## config.mk

```make
export PLATFORM = sky130hd
export DESIGN_NAME = http_response_dechunker_unit
export DESIGN_NICKNAME = d
export VERILOG_FILES = /design/src/rtl/hrd_pkg.sv /design/src/rtl/hrd_core.sv /design/src/rtl/hrd_fifo.sv /design/src/rtl/http_response_dechunker_unit.sv
export SDC_FILE = /design/constraint.sdc
export NUM_CORES = 1
export LEC_CHECK = 0
export ABC_CLOCK_PERIOD_IN_PS = 6110
export BUFFER_PORTS_ARGS = -buffer_cell sky130_fd_sc_hd__buf_4
export CAP_MARGIN = 20
export CORE_UTILIZATION = 63
export DETAILED_ROUTE_END_ITERATION = 8
export PLACE_DENSITY = 0.91
export SKIP_CTS_REPAIR_TIMING = 1
export SLEW_MARGIN = 30
export SYNTH_ARGS = -nofsm -noshare
export SYNTH_HDL_FRONTEND = slang
export SYNTH_SLANG_ARGS = --single-unit
```

## constraint.sdc

```tcl
create_clock -name i_clk -period 6.11 [get_ports i_clk]
set_input_delay 1.222 -clock i_clk [delete_from_list [all_inputs] [get_ports i_clk]]
set_output_delay 1.222 -clock i_clk [all_outputs]
set_load 0.1 [all_outputs]
```

## src/rtl/hrd_pkg.sv

```systemverilog
package hrd_pkg;

    localparam int unsigned MAX_RESPONSE_BYTES = 262143;
    localparam int unsigned BODY_LIMIT         = 65535;
    localparam int unsigned FIFO_DEPTH         = 4;

    // Status digits sit at byte offsets 9 to 11; a response shorter than 12 is short.
    localparam int unsigned STATUS_FIRST   = 9;
    localparam int unsigned MIN_RESP_BYTES = 12;
    localparam int unsigned NEEDLE_LEN     = 26;

    localparam logic [7:0] CHAR_LF = 8'h0A;
    localparam logic [23:0] CR_LF_CR = 24'h0D0A0D;

    localparam logic KIND_BODY    = 1'b0;
    localparam logic KIND_SUMMARY = 1'b1;

    localparam logic [1:0] ERR_OK         = 2'd0;
    localparam logic [1:0] ERR_SHORT      = 2'd1;
    localparam logic [1:0] ERR_NO_HDR_END = 2'd2;

    typedef enum logic [2:0] {
        PH_SIZE,
        PH_LINE,
        PH_DATA,
        PH_TRAIL,
        PH_DONE
    } t_phase;

    typedef struct packed {
        logic [7:0] data_byte;
        logic       end_of_response;
    } t_in_beat;

    typedef struct packed {
        logic        kind;
        logic [7:0]  body_byte;
        logic [9:0]  status_code;
        logic [15:0] body_length;
        logic [1:0]  error_code;
        logic        last;
    } t_out_beat;

    // Up to two result beats produced by one input beat, in delivery order.
    typedef struct packed {
        logic [1:0] num;
        t_out_beat  beat0;
        t_out_beat  beat1;
    } t_push;

    // "transfer-encoding: chunked", lower case.
    function automatic logic [7:0] needle_char(input logic [4:0] pos);
        logic [7:0] ch;
        case (pos)
            5'd0:  ch = "t";
            5'd1:  ch = "r";
            5'd2:  ch = "a";
            5'd3:  ch = "n";
            5'd4:  ch = "s";
            5'd5:  ch = "f";
            5'd6:  ch = "e";
            5'd7:  ch = "r";
            5'd8:  ch = "-";
            5'd9:  ch = "e";
            5'd10: ch = "n";
            5'd11: ch = "c";
            5'd12: ch = "o";
            5'd13: ch = "d";
            5'd14: ch = "i";
            5'd15: ch = "n";
            5'd16: ch = "g";
            5'd17: ch = ":";
            5'd18: ch = " ";
            5'd19: ch = "c";
            5'd20: ch = "h";
            5'd21: ch = "u";
            5'd22: ch = "n";
            5'd23: ch = "k";
            5'd24: ch = "e";
            5'd25: ch = "d";
            default: ch = 8'h00;
        endcase
        return ch;
    endfunction

    function automatic logic [7:0] to_lower(input logic [7:0] c);
        return (c >= "A" && c <= "Z") ? c + 8'd32 : c;
    endfunction

endpackage

```

## src/rtl/hrd_core.sv

```systemverilog
module hrd_core #(
    parameter int unsigned MAX_RESPONSE_BYTES = hrd_pkg::MAX_RESPONSE_BYTES,
    parameter int unsigned BODY_LIMIT         = hrd_pkg::BODY_LIMIT
) (
    input  logic             i_clk,
    input  logic             i_rst_n,
    input  logic             i_accept,
    input  hrd_pkg::t_in_beat i_beat,
    output hrd_pkg::t_push   o_push
);

    localparam int unsigned CNT_W  = $clog2(MAX_RESPONSE_BYTES + 1);
    localparam int unsigned BODY_W = $clog2(BODY_LIMIT + 1);

    logic [CNT_W-1:0]  r_byte_count,  n_byte_count;
    logic [23:0]       r_recent,      n_recent;
    logic              r_header_done, n_header_done;
    logic [9:0]        r_status,      n_status;
    logic              r_status_open, n_status_open;
    logic [4:0]        r_needle_pos,  n_needle_pos;
    logic              r_chunked,     n_chunked;
    hrd_pkg::t_phase   r_phase,       n_phase;
    logic              r_size_seen,   n_size_seen;
    logic [31:0]       r_chunk_rem,   n_chunk_rem;
    logic [1:0]        r_trailer,     n_trailer;
    logic [BODY_W-1:0] r_body_count,  n_body_count;

    logic [7:0]      c;
    logic [7:0]      lc;
    logic            eor;
    logic            take;
    logic            in_chunk;
    logic            hex_ok;
    logic [3:0]      hex_val;
    logic            is_digit;
    logic            in_status;
    hrd_pkg::t_phase line_end_phase;

    assign c        = i_beat.data_byte;
    assign lc       = hrd_pkg::to_lower(c);
    assign eor      = i_accept && i_beat.end_of_response;
    assign take     = i_accept && (r_byte_count < CNT_W'(MAX_RESPONSE_BYTES));
    assign in_chunk = take && r_header_done && r_chunked;
    assign is_digit = (c >= "0") && (c <= "9");
    assign in_status = (r_byte_count >= CNT_W'(hrd_pkg::STATUS_FIRST))
                    && (r_byte_count < CNT_W'(hrd_pkg::MIN_RESP_BYTES));

    always_comb begin
        hex_ok  = 1'b1;
        hex_val = 4'd0;
        if (is_digit) begin
            hex_val = 4'(c - "0");
        end else if (lc >= "a" && lc <= "f") begin
            hex_val = 4'(lc - "a" + 8'd10);
        end else begin
            hex_ok = 1'b0;
        end
    end

    assign line_end_phase = (!r_size_seen || r_chunk_rem == 32'd0) ?
                            hrd_pkg::PH_DONE : hrd_pkg::PH_DATA;

    // Chunk framing next state
    always_comb begin
        n_phase = r_phase;
        if (in_chunk) begin
            case (r_phase)
                hrd_pkg::PH_SIZE: begin
                    if (!hex_ok) begin
                        n_phase = (c == hrd_pkg::CHAR_LF) ? line_end_phase : hrd_pkg::PH_LINE;
                    end
                end
                hrd_pkg::PH_LINE: begin
                    if (c == hrd_pkg::CHAR_LF) begin
                        n_phase = line_end_phase;
                    end
                end
                hrd_pkg::PH_DATA: begin
                    if (r_chunk_rem == 32'd1) begin
                        n_phase = hrd_pkg::PH_TRAIL;
                    end
                end
                hrd_pkg::PH_TRAIL: begin
                    if (r_trailer == 2'd1) begin
                        n_phase = hrd_pkg::PH_SIZE;
                    end
                end
                default: ;
            endcase
        end
        if (eor) begin
            n_phase = hrd_pkg::PH_SIZE;
        end
    end

    // Parser datapath and result beats
    always_comb begin
        logic offer;
        logic emit;
        hrd_pkg::t_out_beat body_beat;
        hrd_pkg::t_out_beat sum_beat;

        n_byte_count  = r_byte_count;
        n_recent      = r_recent;
        n_header_done = r_header_done;
        n_status      = r_status;
        n_status_open = r_status_open;
        n_needle_pos  = r_needle_pos;
        n_chunked     = r_chunked;
        n_size_seen   = r_size_seen;
        n_chunk_rem   = r_chunk_rem;
        n_trailer     = r_trailer;
        n_body_count  = r_body_count;

        offer = take && r_header_done && (!r_chunked || r_phase == hrd_pkg::PH_DATA);
        emit  = offer && (r_body_count < BODY_W'(BODY_LIMIT));

        if (take) begin
            n_byte_count = r_byte_count + CNT_W'(1);
            n_recent     = {r_recent[15:0], c};
            if (in_status) begin
                if (r_status_open && is_digit) begin
                    n_status = 10'(r_status * 10'd10) + 10'(c - "0");
                end else begin
                    n_status_open = 1'b0;
                end
            end
            if (!r_header_done) begin
                if (lc == hrd_pkg::needle_char(r_needle_pos)) begin
                    if (r_needle_pos == 5'(hrd_pkg::NEEDLE_LEN - 1)) begin
                        n_chunked    = 1'b1;
                        n_needle_pos = 5'd0;
                    end else begin
                        n_needle_pos = r_needle_pos + 5'd1;
                    end
                end else begin
                    n_needle_pos = (lc == "t") ? 5'd1 : 5'd0;
                end
                if (c == hrd_pkg::CHAR_LF && r_recent == hrd_pkg::CR_LF_CR) begin
                    n_header_done = 1'b1;
                end
            end
        end

        if (in_chunk) begin
            case (r_phase)
                hrd_pkg::PH_SIZE: begin
                    if (hex_ok) begin
                        // saturate the size accumulator at all ones
                        n_chunk_rem = (r_chunk_rem[31:28] != 4'd0) ? 32'hFFFF_FFFF
                                                                  : {r_chunk_rem[27:0], hex_val};
                        n_size_seen = 1'b1;
                    end
                end
                hrd_pkg::PH_DATA: begin
                    n_chunk_rem = r_chunk_rem - 32'd1;
                    if (r_chunk_rem == 32'd1) begin
                        n_trailer = 2'd2;
                    end
                end
                hrd_pkg::PH_TRAIL: begin
                    n_trailer = r_trailer - 2'd1;
                    if (r_trailer == 2'd1) begin
                        n_size_seen = 1'b0;
                        n_chunk_rem = 32'd0;
                    end
                end
                default: ;
            endcase
        end

        if (emit) begin
            n_body_count = r_body_count + BODY_W'(1);
        end

        body_beat             = '0;
        body_beat.kind        = hrd_pkg::KIND_BODY;
        body_beat.body_byte   = c;

        sum_beat              = '0;
        sum_beat.kind         = hrd_pkg::KIND_SUMMARY;
        sum_beat.status_code  = n_status;
        sum_beat.body_length  = (32'(n_body_count) > 32'hFFFF) ? 16'hFFFF : 16'(n_body_count);
        sum_beat.last         = 1'b1;
        if (n_byte_count < CNT_W'(hrd_pkg::MIN_RESP_BYTES)) begin
            sum_beat.error_code = hrd_pkg::ERR_SHORT;
        end else if (!n_header_done) begin
            sum_beat.error_code = hrd_pkg::ERR_NO_HDR_END;
        end else begin
            sum_beat.error_code = hrd_pkg::ERR_OK;
        end

        o_push.num   = 2'(emit) + 2'(eor);
        o_push.beat0 = emit ? body_beat : sum_beat;
        o_push.beat1 = sum_beat;

        // return to reset state after the summary
        if (eor) begin
            n_byte_count  = '0;
            n_recent      = '0;
            n_header_done = 1'b0;
            n_status      = '0;
            n_status_open = 1'b1;
            n_needle_pos  = '0;
            n_chunked     = 1'b0;
            n_size_seen   = 1'b0;
            n_chunk_rem   = '0;
            n_trailer     = '0;
            n_body_count  = '0;
        end
    end

    always_ff @(posedge i_clk) begin
        if (!i_rst_n) begin
            r_byte_count  <= '0;
            r_recent      <= '0;
            r_header_done <= 1'b0;
            r_status      <= '0;
            r_status_open <= 1'b1;
            r_needle_pos  <= '0;
            r_chunked     <= 1'b0;
            r_phase       <= hrd_pkg::PH_SIZE;
            r_size_seen   <= 1'b0;
            r_chunk_rem   <= '0;
            r_trailer     <= '0;
            r_body_count  <= '0;
        end else begin
            r_byte_count  <= n_byte_count;
            r_recent      <= n_recent;
            r_header_done <= n_header_done;
            r_status      <= n_status;
            r_status_open <= n_status_open;
            r_needle_pos  <= n_needle_pos;
            r_chunked     <= n_chunked;
            r_phase       <= n_phase;
            r_size_seen   <= n_size_seen;
            r_chunk_rem   <= n_chunk_rem;
            r_trailer     <= n_trailer;
            r_body_count  <= n_body_count;
        end
    end

endmodule

```

## src/rtl/hrd_fifo.sv

```systemverilog
module hrd_fifo #(
    parameter int unsigned FIFO_DEPTH = hrd_pkg::FIFO_DEPTH
) (
    input  logic                              i_clk,
    input  logic                              i_rst_n,
    input  hrd_pkg::t_push                    i_push,
    input  logic                              i_pop,
    output hrd_pkg::t_out_beat                o_head,
    output logic [$clog2(FIFO_DEPTH+1)-1:0]   o_count
);

    localparam int unsigned PTR_W = $clog2(FIFO_DEPTH);
    localparam int unsigned CNT_W = $clog2(FIFO_DEPTH + 1);

    hrd_pkg::t_out_beat r_mem [FIFO_DEPTH];
    logic [PTR_W-1:0]   r_wr_ptr, n_wr_ptr;
    logic [PTR_W-1:0]   r_rd_ptr, n_rd_ptr;
    logic [CNT_W-1:0]   r_count,  n_count;
    logic [PTR_W-1:0]   wr_ptr_1;

    function automatic logic [PTR_W-1:0] ptr_inc(input logic [PTR_W-1:0] p);
        return (p == PTR_W'(FIFO_DEPTH - 1)) ? '0 : p + PTR_W'(1);
    endfunction

    assign wr_ptr_1 = ptr_inc(r_wr_ptr);

    always_comb begin
        n_wr_ptr = r_wr_ptr;
        case (i_push.num)
            2'd1:    n_wr_ptr = wr_ptr_1;
            2'd2:    n_wr_ptr = ptr_inc(wr_ptr_1);
            default: ;
        endcase
        n_rd_ptr = i_pop ? ptr_inc(r_rd_ptr) : r_rd_ptr;
        n_count  = r_count + CNT_W'(i_push.num) - CNT_W'(i_pop);
    end

    always_ff @(posedge i_clk) begin
        if (i_push.num != 2'd0) begin
            r_mem[r_wr_ptr] <= i_push.beat0;
        end
        if (i_push.num == 2'd2) begin
            r_mem[wr_ptr_1] <= i_push.beat1;
        end
    end

    always_ff @(posedge i_clk) begin
        if (!i_rst_n) begin
            r_wr_ptr <= '0;
            r_rd_ptr <= '0;
            r_count  <= '0;
        end else begin
            r_wr_ptr <= n_wr_ptr;
            r_rd_ptr <= n_rd_ptr;
            r_count  <= n_count;
        end
    end

    assign o_head  = r_mem[r_rd_ptr];
    assign o_count = r_count;

endmodule

```

## src/rtl/http_response_dechunker_unit.sv

```systemverilog
// Result beats go into the registered result queue and are offered from its head.
// Throughput: one input beat per cycle when not stalled; a final byte that also
// yields a body byte queues two result beats, drained one per unstalled cycle.
// Input stalls while the result queue has fewer than two free entries.
// Reset: synchronous, active low; clears the parser and empties the queue.
// Parser state also returns to its reset values after every summary beat.
module http_response_dechunker_unit #(
    parameter int unsigned MAX_RESPONSE_BYTES = hrd_pkg::MAX_RESPONSE_BYTES,
    parameter int unsigned BODY_LIMIT         = hrd_pkg::BODY_LIMIT,
    parameter int unsigned FIFO_DEPTH         = hrd_pkg::FIFO_DEPTH
) (
    input  logic               i_clk,
    input  logic               i_rst_n,
    input  logic               i_in_valid,
    output logic               o_in_stall,
    input  hrd_pkg::t_in_beat  i_in_beat,
    output logic               o_out_valid,
    input  logic               i_out_stall,
    output hrd_pkg::t_out_beat o_out_beat
);

    localparam int unsigned CNT_W = $clog2(FIFO_DEPTH + 1);

    logic             in_accept;
    logic             out_accept;
    hrd_pkg::t_push   push;
    logic [CNT_W-1:0] fifo_count;

    assign o_in_stall  = fifo_count > CNT_W'(FIFO_DEPTH - 2);
    assign in_accept   = i_in_valid && !o_in_stall;
    assign o_out_valid = fifo_count != '0;
    assign out_accept  = o_out_valid && !i_out_stall;

    hrd_core #(
        .MAX_RESPONSE_BYTES (MAX_RESPONSE_BYTES),
        .BODY_LIMIT         (BODY_LIMIT)
    ) u_core (
        .i_clk    (i_clk),
        .i_rst_n  (i_rst_n),
        .i_accept (in_accept),
        .i_beat   (i_in_beat),
        .o_push   (push)
    );

    hrd_fifo #(
        .FIFO_DEPTH (FIFO_DEPTH)
    ) u_fifo (
        .i_clk   (i_clk),
        .i_rst_n (i_rst_n),
        .i_push  (push),
        .i_pop   (out_accept),
        .o_head  (o_out_beat),
        .o_count (fifo_count)
    );

`ifndef ASSERT_OFF
    a_fifo_bound: assert property (@(posedge i_clk) disable iff (!i_rst_n)
        fifo_count <= CNT_W'(FIFO_DEPTH))
        else $error("result queue over capacity");

    a_accept_room: assert property (@(posedge i_clk) disable iff (!i_rst_n)
        in_accept |-> fifo_count <= CNT_W'(FIFO_DEPTH - 2))
        else $error("input beat taken without room for two results");

    a_summary_follows: assert property (@(posedge i_clk) disable iff (!i_rst_n)
        (in_accept && i_in_beat.end_of_response) |=> o_out_valid)
        else $error("end of response produced no result");

    a_body_clean: assert property (@(posedge i_clk) disable iff (!i_rst_n)
        (o_out_valid && o_out_beat.kind == hrd_pkg::KIND_BODY)
            |-> (!o_out_beat.last && o_out_beat.error_code == hrd_pkg::ERR_OK))
        else $error("body beat carries summary fields");
`endif

endmodule

```

Yosys cells after proc, flatten, opt, wreduce, memory -nomap -nowiden
Memory sizes are Yosys's and may differ from the RTL's. A register that Yosys moved wholly into a read port is not among the register bits.
Index checks and enable logic that the tools add are counted.
Widths: inputs -> output; s select.
{ "classes": {"add_sub_neg": 17, "mul": 1, "order_cmp": 12, "eq_ne": 20, "mux": 49, "bitwise_logic": 3, "n_reduce_logical": 38} }
{ "op_table": {"columns": ["op", "count"], "rows": [
  ["$mux 32", 3],
  ["$pmux 32 s3", 1],
  ["$mux 38", 1],
  ["$lt 18x4->1 const B", 2],
  ["$eq 32x1->1 const B", 1],
  ["$logic_not 32->1", 1],
  ["$sub 32x1->32 const B", 1],
  ["$mux 10", 3],
  ["$eq 24x20->1 const B", 1],
  ["$mux 8", 3],
  ["$mux 5", 4],
  ["$add 18x1->18 const B", 1],
  ["$ge 18x4->1 const B", 1],
  ["$lt 18x18->1 const B", 1],
  ["$mux 18", 1],
  ["$mux 3", 6],
  ["$add 16x1->16 const B", 1],
  ["$ge 8x7->1 const B", 2],
  ["$le 8x7->1 const B", 2],
  ["$lt 16x16->1 const B", 1],
  ["$mux 16", 1],
  ["$mux 2", 8],
  ["$logic_and 1x1->1", 14],
  ["$mux 1", 12],
  ["other kinds (41)", 68]
]} }
{ "word_totals": {"regBits": 121, "mem_bits_rw": 152, "rom_bits": 224, "out_inout_bits": 40, "memories": 2} }
{ "memory_table": {"columns": ["name", "words", "word_bits", "rd", "rd_ports_with_merged_regs", "write_ports", "line", "source"], "rows": [
  ["(name not given)", 32, 7, 1, 1, 0, "hrd_pkg.sv:54", "case (pos)"],
  ["u_fifo.r_mem", 4, 38, 1, 1, 2, "hrd_fifo.sv:15", "hrd_pkg::t_out_beat r_mem [FIFO_DEPTH];"]
]} }

Longest topological paths before layout
{ "depth": {"ltp_word": 11, "ltp_mapped": 16, "ltp_nobuf": 15} }

Hierarchy
A second synthesis with hierarchy kept.
{ "hier_totals": {"cells_unflattened": 1481, "area_unflattened_um2": 15936.5} }
{ "modules_own_cells": {"columns": ["mod", "n_inst", "cells_per_inst", "area_per_inst_um2", "seq_area_each_um2"], "rows": [
  ["hrd_core", 1, 1050, 8046.5, 2422.3],
  ["hrd_fifo", 1, 426, 7848.8, 4744.6],
  ["http_response_dechunker_unit", 1, 5, 41.3, 0.0]
]} }

Worst setup path before layout
Ideal clock, no wire load.
{ "synth_timing": {"path_type": "input -> register", "start": "input i_in_beat[2] (netlist name)", "end": "register (tool-made name)", "setup_time_ns": 0.121, "t_arrival_ns": 4.489, "t_required_ns": 5.989, "path_slack_ns": 1.501, "path_stages": 15, "n_path_buf": 1, "cell_sequence": "buf_2 > inv_1 > ha_1 > or4b_4 > and3_4 > o221ai_4 > o2111ai_4 > o31ai_1 > o22ai_2 > nor2_1 > inv_1 > ha_1 > and3_1 > a311o_1 > mux2_2"} }
{ "synth_rtl": {"columns": ["element", "line", "source"], "rows": [
  ["start, declared", "http_response_dechunker_unit.sv:16", "input hrd_pkg::t_in_beat i_in_beat,"]
]} }

==> impl_metrics.ini <==
[detailed_routing]
postRouteAntennaNets = 0
wl_microns = 39500
wl_per_cell_microns = 19.8
drtIter0Drc = 1789
drt_pass1_iterations = 9
drc = 1
vias = 13098
viasPerCell = 6.56

[worst_setup_path]
arrival_ps = 4850
cp_max_fo = 30
cpPeakStageDelay_ps = 780
cp_slowest_cell = or3b_1
crit_chain = buf_4, or3b_1, nand2_1, nand2_1, a311oi_4, buf_4, ha_1, nand2_1, nand2_1, buf_4
startpoint = u_core.r_phase[0]$_SDFFE_PP0P_
path_class = reg2reg
cpMostUsedCell = nand2_1
end_kind = flop
r2r-start = u_core.r_phase[0]$_SDFFE_PP0P_
critPathLaunchType = flop
critical_path_required_ps = 6320

[timing]
worst_clock_skew_ps = 21.7
tns_ps = 0
maxSlewViolCount = 0
grt_setup_unrepaired = false
tightest_slew_ps = 999
slew_headroom = 0.334
hold_viol_final = 0
timing.final.crit_period_ps = 4640
fmax_mhz = 215
finalCritPeriodShare = 0.760
setup_viol = 0

[clocking]
cts.clk_slew.worst_paths_ps = 60
cts-root-buf = clkbuf_16
clock_latency_ps = 560
numCtsBuffers = 28
cts_tree = done
clockBufferDepth = 3
cts.sink_count = 278
h-tree-depth = 1

[synthesis]
synth_area_sq_um = 15300
ys_warn_count = 0
seq_area_frac_synth = 0.438
synth-edff-count = 112
synth_area_per_cell_sq_um = 9.12
synth_nets = 1752
synth_flop_cell = dfxtp_1
netlist-cell-type-count = 89
synthCells = 1675
synth_seq_cells = 278
ys_async_sr_fraction = 0

[global_route]
use_met3 = 0.0487
grt-ovfl-total = 0
grt_pass1_wl_microns = 63800
top_usage_layer = met2
use_met1 = 0.404
antenna_found_initial = 0
grt_max_degree = 64
grtUsageMet2 = 0.549
grtUsageTotal = 0.324
grt_pass1_vias = 12540

[power]
power_mw = 5.02
ir_drop_mv = 0.431
p_leak_nw = 6.15
power_per_cell_area_nw_per_um2 = 301

[hold_path]
hp-start = u_fifo.r_mem[2][0]$_SDFFE_PP1P_
holdCritPathClass = reg2reg

[floorplanning]
num_rows = 56
die-height_microns = 158
design.die.area_sq_um = 24900
initial_core_util = 0.647
ios = 53
die_w_microns = 158
core_area_sq_um = 23600

[outcome]
failed_checks = DRC
status = complete, but fails checks

[final_layout]
num_antenna_cells = 0
area_growth_syn_to_layout_pct = 8.99
n_fill_cell = 1663
drive_above_1_share = 0.117
nets = 1732
multi_input_area_sq_um = 7920
final_util = 0.705
final-seq-area_sq_um = 6690

[job]
cap_violations = 0

[placement]
io_buffers = 52
place_hpwl_microns = 25300
globalplace.congestion = 0.942
## worst paths after layout
kind	to	slack, ps	cells past startpoint
worst min register to register	u_fifo.r_mem[2][0]$_SDFFE_PP1P_	450	2
worst max-delay path	u_fifo.r_mem[2][3]$_DFFE_PP_	1470	10
worst max register to register	u_fifo.r_mem[2][3]$_DFFE_PP_	1470	10
worst min-delay path	u_fifo.r_mem[2][0]$_SDFFE_PP1P_	450	2
## layer usage
metal | share of wire | vias to the layer above | wire (microns)
met2 | 0.49 | 811 | 19200
met3 | 0.092 | 179 | 3650
li1 | - | 5965 | -
met1 | 0.37 | 6143 | 14800
met5 | 0 | - | 0
met4 | 0.049 | 0 | 1930
## critical path: cells and delay by family, from the launching register on
kind	cells	cell delay, ps
and+or+nand+nor	5	2280
buffers and inverters	3	1040
adders and majority gates	1	400
DFF	1	300
AOI/OAI and AO/OA	1	270
## cells in the final DEF, fill, tap and decap left out, drive strengths merged, types with 38 or more instances in the layout
cell type	netlist	final
nor3	38	38
buf	30	72
dfxtp	166	166
ha	61	61
o21ai	131	131
inv	47	48
nand2	168	168
a21oi	120	120
nor2	278	278
clkbuf	92	39
edfxtp	112	112
## kinds of logic (layout without fill, tap and decap cells)
family,Yosys count,after routing,share of synthesized area
AO/OA/AOI/OAI,392,392,0.163
XOR/XNOR,51,51,0.0292
buffers and inverters,171,173,0.0463
flip-flops,278,278,0.438
AND/OR/NAND/NOR,669,669,0.207
multiplexers,50,50,0.0633
adder cells (fa/ha/maj),64,64,0.0539
## cell usage after synthesis (6+ instances only)
cell type | number | share of area
nor2_1 | 278 | 0.068
nand2_1 | 168 | 0.041
dfxtp_1 | 166 | 0.22
o21ai_0 | 127 | 0.042
a21oi_1 | 120 | 0.039
edfxtp_1 | 112 | 0.22
clkbuf_1 | 88 | 0.022
ha_1 | 61 | 0.050
inv_1 | 44 | 0.011
mux4_2 | 37 | 0.055
nand3_1 | 37 | 0.012
nor3_1 | 36 | 0.012
o31ai_1 | 33 | 0.016
xnor2_1 | 27 | 0.015
xor2_1 | 24 | 0.014
and3_1 | 22 | 0.0090
and2_1 | 16 | 0.0066
buf_2 | 15 | 0.0049
nor4_1 | 15 | 0.0061
a31oi_1 | 14 | 0.0057
nor2b_1 | 14 | 0.0057
a22oi_1 | 12 | 0.0059
nand4_1 | 11 | 0.0045
mux2i_1 | 10 | 0.0066
or3_1 | 10 | 0.0041
and4_1 | 9 | 0.0052
nand2b_1 | 9 | 0.0037
o211ai_1 | 9 | 0.0044
buf_1 | 8 | 0.0020
nor4b_1 | 8 | 0.0046
o311ai_0 | 7 | 0.0040
o41ai_1 | 7 | 0.0040
or4_1 | 7 | 0.0034
a32o_1 | 6 | 0.0039
## power by group
part / leakage [nW] / internal [mW] / total [mW] / switching (mW)
logic: 3.27 / 0.323 / 1.26 / 0.940
registers: 2.42 / 1.99 / 2.05 / 0.0580
clock network: 0.457 / 0.962 / 1.70 / 0.739
total: 6.15 / 3.28 / 5.02 / 1.74
## sequential cells by signal, indices dropped and copies added (netlist names), named ones only
signal,flops
u_core.r_body_count,16
u_core.r_byte_count,18
u_core.r_chunk_rem,32
u_core.r_chunked,1
u_core.r_header_done,1
u_core.r_needle_pos,5
u_core.r_phase,3
u_core.r_recent,24
u_core.r_size_seen,1
u_core.r_status,10
u_core.r_status_open,1
u_core.r_trailer,2
u_fifo.o_count,3
u_fifo.r_mem,148
u_fifo.r_rd_ptr,2
u_fifo.r_wr_ptr,2
## metrics by stage
step                      instance area, sq um  hold slack, ps  setup slack [ps]  cells
after floorplan                          15300             418              1500   1675
after global placement                   15700             428              1330   1943
after detailed placement                 15700             438              1130   1943
after CTS                                16600             448              1600   1995
after global routing                     16600             466              1250   1996
final                                    16600             446              1470   1996
## final cells by class
class | count | share of cell area
sequential | 278 | 0.402
clock buffer | 39 | 0.0482
tap | 319 | 0.0240
inverter | 49 | 0.0110
clock inverter | 13 | 0.00669
timing repair buffer | 72 | 0.0327
multi-input combinational | 1226 | 0.475
Note: power is estimated with default switching activity, not from simulation.
